### config.mk
export PLATFORM = sky130hd
export DESIGN_NAME = fixed_capacity_set_table
export DESIGN_NICKNAME = d
export VERILOG_FILES = /design/src/rtl/core/fcst_pkg.sv /design/src/rtl/core/fcst_mem.sv /design/src/rtl/core/fixed_capacity_set_table.sv
export SDC_FILE = /design/constraint.sdc
export NUM_CORES = 2
export LEC_CHECK = 0
export BUFFER_PORTS_ARGS = -buffer_cell sky130_fd_sc_hd__buf_2
export CAP_MARGIN = 20
export CORE_MARGIN = 2
export CORE_UTILIZATION = 40
export CTS_CLUSTER_SIZE = 40
export DETAILED_ROUTE_END_ITERATION = 6
export SYNTH_ARGS = -nofsm -noshare
export SYNTH_HDL_FRONTEND = slang
export SYNTH_SLANG_ARGS = --single-unit
### constraint.sdc
create_clock -name clk -period 10.7 [get_ports clk]
set_input_delay 2.14 -clock clk [delete_from_list [all_inputs] [get_ports clk]]
set_output_delay 2.14 -clock clk [all_outputs]
set_load 0.005 [all_outputs]
### src/rtl/core/fcst_pkg.sv
package fcst_pkg;

  localparam int unsigned DEFAULT_CAPACITY   = 128;
  localparam int unsigned DEFAULT_ITEM_WIDTH = 32;

  typedef enum logic [1:0] {
    REQ_INSERT   = 2'd0,
    REQ_ERASE    = 2'd1,
    REQ_CONTAINS = 2'd2,
    REQ_READ     = 2'd3
  } req_kind_t;

  typedef enum logic [2:0] {
    ST_IDLE,
    ST_SCAN,
    ST_SHIFT,
    ST_FETCH,
    ST_RESP
  } state_t;

  typedef struct packed {
    req_kind_t   req_type;
    logic [31:0] item_value;
    logic [6:0]  position;
  } req_t;

  typedef struct packed {
    logic        ok;
    logic [31:0] read_value;
    logic [7:0]  item_count;
    logic        is_empty;
  } rsp_t;

endpackage

### src/rtl/core/fcst_mem.sv
module fcst_mem #(
  parameter int unsigned DEPTH = 128,
  parameter int unsigned WIDTH = 32,
  localparam int unsigned AW = (DEPTH > 1) ? $clog2(DEPTH) : 1
) (
  input  logic             clk,
  input  logic             we,
  input  logic [AW-1:0]    waddr,
  input  logic [WIDTH-1:0] wdata,
  input  logic             re,
  input  logic [AW-1:0]    raddr,
  output logic [WIDTH-1:0] rdata
);

  logic [WIDTH-1:0] mem [DEPTH];

  always_ff @(posedge clk) begin
    if (we) begin
      mem[waddr] <= wdata;
    end
  end

  always_ff @(posedge clk) begin
    if (re) begin
      rdata <= mem[raddr];
    end
  end

endmodule

### src/rtl/core/fixed_capacity_set_table.sv
// Set of distinct values packed in a single-port-read, single-port-write RAM; one item in flight.
// Insert and contains scan the entries until a hit or the last held entry; on a miss, insert
// appends the value when there is room. Erase scans to the hit, then shifts every entry behind it
// down one place. Read by position fetches the entry from the RAM, or answers at once when the
// position is out of range. A result waits in an output register.
// Reset (sync, active high) clears count and handshake state; RAM contents are not cleared.
module fixed_capacity_set_table #(
  parameter int unsigned CAPACITY   = fcst_pkg::DEFAULT_CAPACITY,
  parameter int unsigned ITEM_WIDTH = fcst_pkg::DEFAULT_ITEM_WIDTH
) (
  input  logic          clk,
  input  logic          rst,
  input  logic          req_valid,
  output logic          req_ready,
  input  fcst_pkg::req_t req,
  output logic          rsp_valid,
  input  logic          rsp_ready,
  output fcst_pkg::rsp_t rsp
);

  import fcst_pkg::*;

  localparam int unsigned AW = (CAPACITY > 1) ? $clog2(CAPACITY) : 1;
  localparam int unsigned CW = $clog2(CAPACITY + 1);
  localparam int unsigned XW = CW + 8;

  state_t                state, state_next;
  req_kind_t             kind;
  logic [ITEM_WIDTH-1:0] val;
  logic [AW-1:0]         idx, idx_next;
  logic [CW-1:0]         count, count_next;
  logic                  res_ok, res_ok_next;
  logic [31:0]           res_rd, res_rd_next;

  logic                  mem_we, mem_re;
  logic [AW-1:0]         mem_waddr, mem_raddr;
  logic [ITEM_WIDTH-1:0] mem_wdata, mem_rdata;

  logic hit, scan_last, shift_more, pos_ok, rsp_load;

  assign hit        = (mem_rdata == val);
  assign scan_last  = (XW'(idx) + XW'(1)) >= XW'(count);
  assign shift_more = (XW'(idx) + XW'(2)) < XW'(count);
  assign pos_ok     = XW'(req.position) < XW'(count);
  assign req_ready  = (state == ST_IDLE);
  assign rsp_load   = (state == ST_RESP) && (!rsp_valid || rsp_ready);

  fcst_mem #(
    .DEPTH(CAPACITY),
    .WIDTH(ITEM_WIDTH)
  ) u_mem (
    .clk  (clk),
    .we   (mem_we),
    .waddr(mem_waddr),
    .wdata(mem_wdata),
    .re   (mem_re),
    .raddr(mem_raddr),
    .rdata(mem_rdata)
  );

  // next state
  always_comb begin
    state_next = state;
    case (state)
      ST_IDLE: begin
        if (req_valid) begin
          if (req.req_type == REQ_READ) begin
            state_next = pos_ok ? ST_FETCH : ST_RESP;
          end else begin
            state_next = (count == '0) ? ST_RESP : ST_SCAN;
          end
        end
      end
      ST_SCAN: begin
        if (hit) begin
          state_next = (kind == REQ_ERASE && !scan_last) ? ST_SHIFT : ST_RESP;
        end else if (scan_last) begin
          state_next = ST_RESP;
        end
      end
      ST_SHIFT: begin
        if (!shift_more) begin
          state_next = ST_RESP;
        end
      end
      ST_FETCH: state_next = ST_RESP;
      ST_RESP: begin
        if (rsp_load) begin
          state_next = ST_IDLE;
        end
      end
      default: state_next = ST_IDLE;
    endcase
  end

  // datapath and RAM control
  always_comb begin
    mem_we      = 1'b0;
    mem_waddr   = idx;
    mem_wdata   = val;
    mem_re      = 1'b0;
    mem_raddr   = AW'(XW'(idx) + XW'(1));
    idx_next    = idx;
    count_next  = count;
    res_ok_next = res_ok;
    res_rd_next = res_rd;
    case (state)
      ST_IDLE: begin
        idx_next    = '0;
        res_ok_next = 1'b0;
        res_rd_next = '0;
        mem_raddr   = (req.req_type == REQ_READ) ? AW'(req.position) : '0;
        if (req_valid) begin
          mem_re = (req.req_type == REQ_READ) ? pos_ok : (count != '0);
          // empty set: insert lands in entry zero right away
          if (req.req_type == REQ_INSERT && count == '0) begin
            mem_we      = 1'b1;
            mem_waddr   = '0;
            mem_wdata   = ITEM_WIDTH'(req.item_value);
            count_next  = CW'(1);
            res_ok_next = 1'b1;
          end
        end
      end
      ST_SCAN: begin
        if (hit) begin
          case (kind)
            REQ_ERASE: begin
              if (scan_last) begin
                count_next  = count - CW'(1);
                res_ok_next = 1'b1;
              end else begin
                mem_re = 1'b1;
              end
            end
            REQ_CONTAINS: res_ok_next = 1'b1;
            default:      res_ok_next = 1'b0;
          endcase
        end else if (scan_last) begin
          if (kind == REQ_INSERT && XW'(count) < XW'(CAPACITY)) begin
            mem_we      = 1'b1;
            mem_waddr   = AW'(count);
            count_next  = count + CW'(1);
            res_ok_next = 1'b1;
          end
        end else begin
          mem_re   = 1'b1;
          idx_next = AW'(XW'(idx) + XW'(1));
        end
      end
      ST_SHIFT: begin
        // entry idx+1 is on the read port; move it down and fetch idx+2
        mem_we    = 1'b1;
        mem_wdata = mem_rdata;
        mem_raddr = AW'(XW'(idx) + XW'(2));
        if (shift_more) begin
          mem_re   = 1'b1;
          idx_next = AW'(XW'(idx) + XW'(1));
        end else begin
          count_next  = count - CW'(1);
          res_ok_next = 1'b1;
        end
      end
      ST_FETCH: begin
        res_ok_next = 1'b1;
        res_rd_next = 32'(mem_rdata);
      end
      ST_RESP: ;
      default: ;
    endcase
  end

  always_ff @(posedge clk) begin
    if (rst) begin
      state     <= ST_IDLE;
      count     <= '0;
      rsp_valid <= 1'b0;
    end else begin
      state <= state_next;
      count <= count_next;
      if (rsp_load) begin
        rsp_valid <= 1'b1;
      end else if (rsp_ready) begin
        rsp_valid <= 1'b0;
      end
    end
  end

  always_ff @(posedge clk) begin
    idx    <= idx_next;
    res_ok <= res_ok_next;
    res_rd <= res_rd_next;
    if (state == ST_IDLE && req_valid) begin
      kind <= req.req_type;
      val  <= ITEM_WIDTH'(req.item_value);
    end
    if (rsp_load) begin
      rsp.ok         <= res_ok;
      rsp.read_value <= res_rd;
      rsp.item_count <= 8'(count);
      rsp.is_empty   <= (count == '0);
    end
  end

endmodule

==> impl_metrics.csv <==
group,metric,value,unit
floorplanning,rows,237,
critical_path,path_class,"flip-flop to flip-flop",
synthesis,yosys_warnings,0,
placed_design,dp_hpwl,298000,um
grt,antenna_found_initial,22,
synthesis,ys_types,83,
sta,maxSlewViolCount,0,
sta,final.setup.worst_slack,3.82,ns
critical_path,cp-start-kind,"flip-flop",
sta,fin_worst_skew,0.0864,ns
routing,dr.pass1.iters,7,
job,drv_cap,0,
grt,grt_start_max_net_pins,155,
routing,vias_per_cell,5.97,
power,p_sw,13400,uW
final_layout,multi_input_area,38200,um^2
routing,vias,108000,
routing,drt_iter0_markers,16700,
cts,htree_num_levels,5,
synthesis,syn_area_per_cell,13.8,um^2
grt,grt_usage,24.6,%
floorplanning,dieArea,425000,um^2
routing,wl_per_cell,29.7,um
synthesis,syn_nets,12200,
final_layout,final-seq-area,128000,um^2
synthesis,synth_edf_count,4244,
sta,period_needed,6.88,ns
cts,clk_pin_slew,0.07,ns
cts,clk_latency,1.00,ns
power,p_int,29600,uW
routing,drt-total-wl,539000,um
cts,ctsHoldBuffers,0,
power,p_per_area,225,nW/um^2
synthesis,ys_seq_elements,4256,
sta,setup_viol,0,
cts,cts_setup_buffers,0,
power,pwr-share-comb,20.6,%
synthesis,synthCells,12100,
cts,root_buffer,"clkbuf_16",
critical_path,cp-end-kind,"flip-flop",
critical_path,cp_max_fo,120,
floorplanning,io_pins,89,
critical_path,crit_arrival,7.58,ns
grt,first_global_vias,100000,
final_layout,fill_cells,36300,
floorplanning,die_width,652,um
status,status,"complete, but fails checks",
power,worst_ir_drop_vdd,0.000196,V
critical_path,reg2regPathDepth,11,
cts,clockBufferDepth,4,
power,p_leak,0.0631,uW
power,seqPwrFrac,45.2,%
min_path,whs_path_depth,0,
final_layout,syn_to_final_growth,13.6,%
power,power.share.clock,34.2,%
sta,finalSetupTns,0,ns
sta,fin_crit_sh,64.3,%
grt,grt_pass1_wl,756000,um
placed_design,pre_cts_slack,3.45,ns
floorplanning,start_util,40.2,%
cts,cts_made_buffers,422,
synthesis,synthFlopType,"edfxtp_1",
cts,cts_resized,0,
placed_design,place.gp.congestion,0.920,
cts,clock_sinks,4256,
floorplanning,die_y,652,um
critical_path,required,11.40,ns
min_path,hold_class,"flip-flop to flip-flop",
cts,cts_tree,"done",
routing,antenna_left,0,
status,failed_checks,"DRC",
sta,finalHoldViolCount,0,
grt,grt.overflow.total,0,
final_layout,final_nets,12300,
synthesis,synthArstFlopShare,0,%
sta,worst_pin_slew,1.26,ns
routing,drc,5,
power,switching_share,31.1,%
placed_design,portBuffers,88,
sta,max_freq,145,MHz
final_layout,layout-drive-gt1-share,10.5,%
synthesis,netlist_area,168000,um^2
sta,rsz0062_at_grt,"no",
floorplanning,core,417000,um^2
sta,relSlewSlack,15.2,%
synthesis,yosysSeqAreaShare,76.1,%
## worst paths after layout
kind	start	end	slack, ns
setup / recovery	state[1]	u_mem.rdata[23]	3.82
hold / removal	res_rd[4]	rsp[13]	0.42
setup reg to reg	state[1]	u_mem.rdata[23]	3.82
hold reg to reg	res_rd[4]	rsp[13]	0.42
## worst max-delay path, stage by stage (launching register included)
cell and delay, ns:
dfxtp_4 0.88, buf_4 0.66, nor3b_4 0.28, buf_4 0.50, a221o_4 0.87, buf_4 0.62, buf_12 0.46, nand3_1 0.13
and3_1 0.21, a311oi_1 0.80, a2111o_1 0.64, nand4_1 0.21
## through the flow
step	hold slack (ns)	cells	power, uW	utilization (%)	area [um^2]
after floorplan	0.400	12100	24700	-	168000
after global placement	0.402	17300	28300	42.3	177000
after detailed placement	0.405	17300	28400	42.4	177000
after CTS	0.418	18100	42800	45.6	190000
after global routing	0.423	18100	44100	45.7	191000
final	0.417	18100	42900	45.7	191000
## state kept, by name, summed over array words and instances, names as in the netlist
name         count
val             32
count            8
rsp             42
kind             2
u_mem.rdata     32
state            3
u_mem.mem     4096
res_ok           1
res_rd          32
idx              7
rsp_valid        1
## kinds of logic (layout without fill, tap and decap cells)
kind of cell | Yosys count | in the layout | share of synthesized area, %
AO/OA/AOI/OAI | 1135 | 1135 | 5.01
XOR/XNOR | 40 | 40 | 0.209
adder cells (fa/ha/maj) | 28 | 28 | 0.209
buffers and inverters | 835 | 1310 | 2.15
flip-flops | 4256 | 4256 | 76.1
multiplexers | 337 | 337 | 2.08
other | 0 | 10 | 0
AND/OR/NAND/NOR | 5511 | 5511 | 14.2
## power groups by stage
stage	clock network [uW]	registers (uW)	logic, uW
after floorplan	0	20000	4720
after global placement	0	19700	8550
after detailed placement	0	19700	8630
after CTS	14800	19400	8650
after global routing	15400	19400	9240
final	14700	19400	8850
## cell type report
cell class / count / share of cell area [%]
Antenna cell: 10 / 0.0131
Clock buffer: 517 / 5.77
Clock inverter: 260 / 1.35
Inverter: 45 / 0.0886
Multi-Input combinational cell: 7051 / 20.0
Sequential cell: 4256 / 67.0
Tap cell: 5497 / 3.61
Timing Repair Buffer: 488 / 2.16
## cell usage after synthesis, types with 97 or more instances
library cell	number	area share, %
nand4_1	336	1.3
mux2i_1	325	1.9
a21oi_1	97	0.29
buf_2	325	0.97
clkbuf_1	308	0.69
nor2_1	177	0.40
a31oi_1	222	0.83
a32oi_1	263	1.4
nand3_1	1433	4.3
edfxtp_1	4244	76
nand2_1	3361	7.5
buf_1	141	0.32
## cells in the final DEF (no fill, tap or decap), types with 60 or more instances in the layout
cell	n
a211oi_1	66
a21oi_1	95
a221oi_1	60
a22oi_1	84
a311oi_1	92
a31oi_1	222
a32oi_1	263
buf_2	88
buf_4	343
clkbuf_1	91
clkbuf_16	426
clkinv_1	84
clkinv_2	90
edfxtp_1	4244
mux2i_1	325
nand2_1	3357
nand3_1	1433
nand4_1	336
nor2_4	137
o22ai_1	71
## metal layers
metal  vias to the layer above  part of all wire (%)  track usage (%)
met3                      1046                    12             5.92
li1                      45900                     -                -
met1                     54700                    39             34.3
met2                      6535                    44             37.0
met5                         -                 0.011                0
met4                         8                   4.6             9.95
Note: power is estimated with default switching activity, not from simulation.
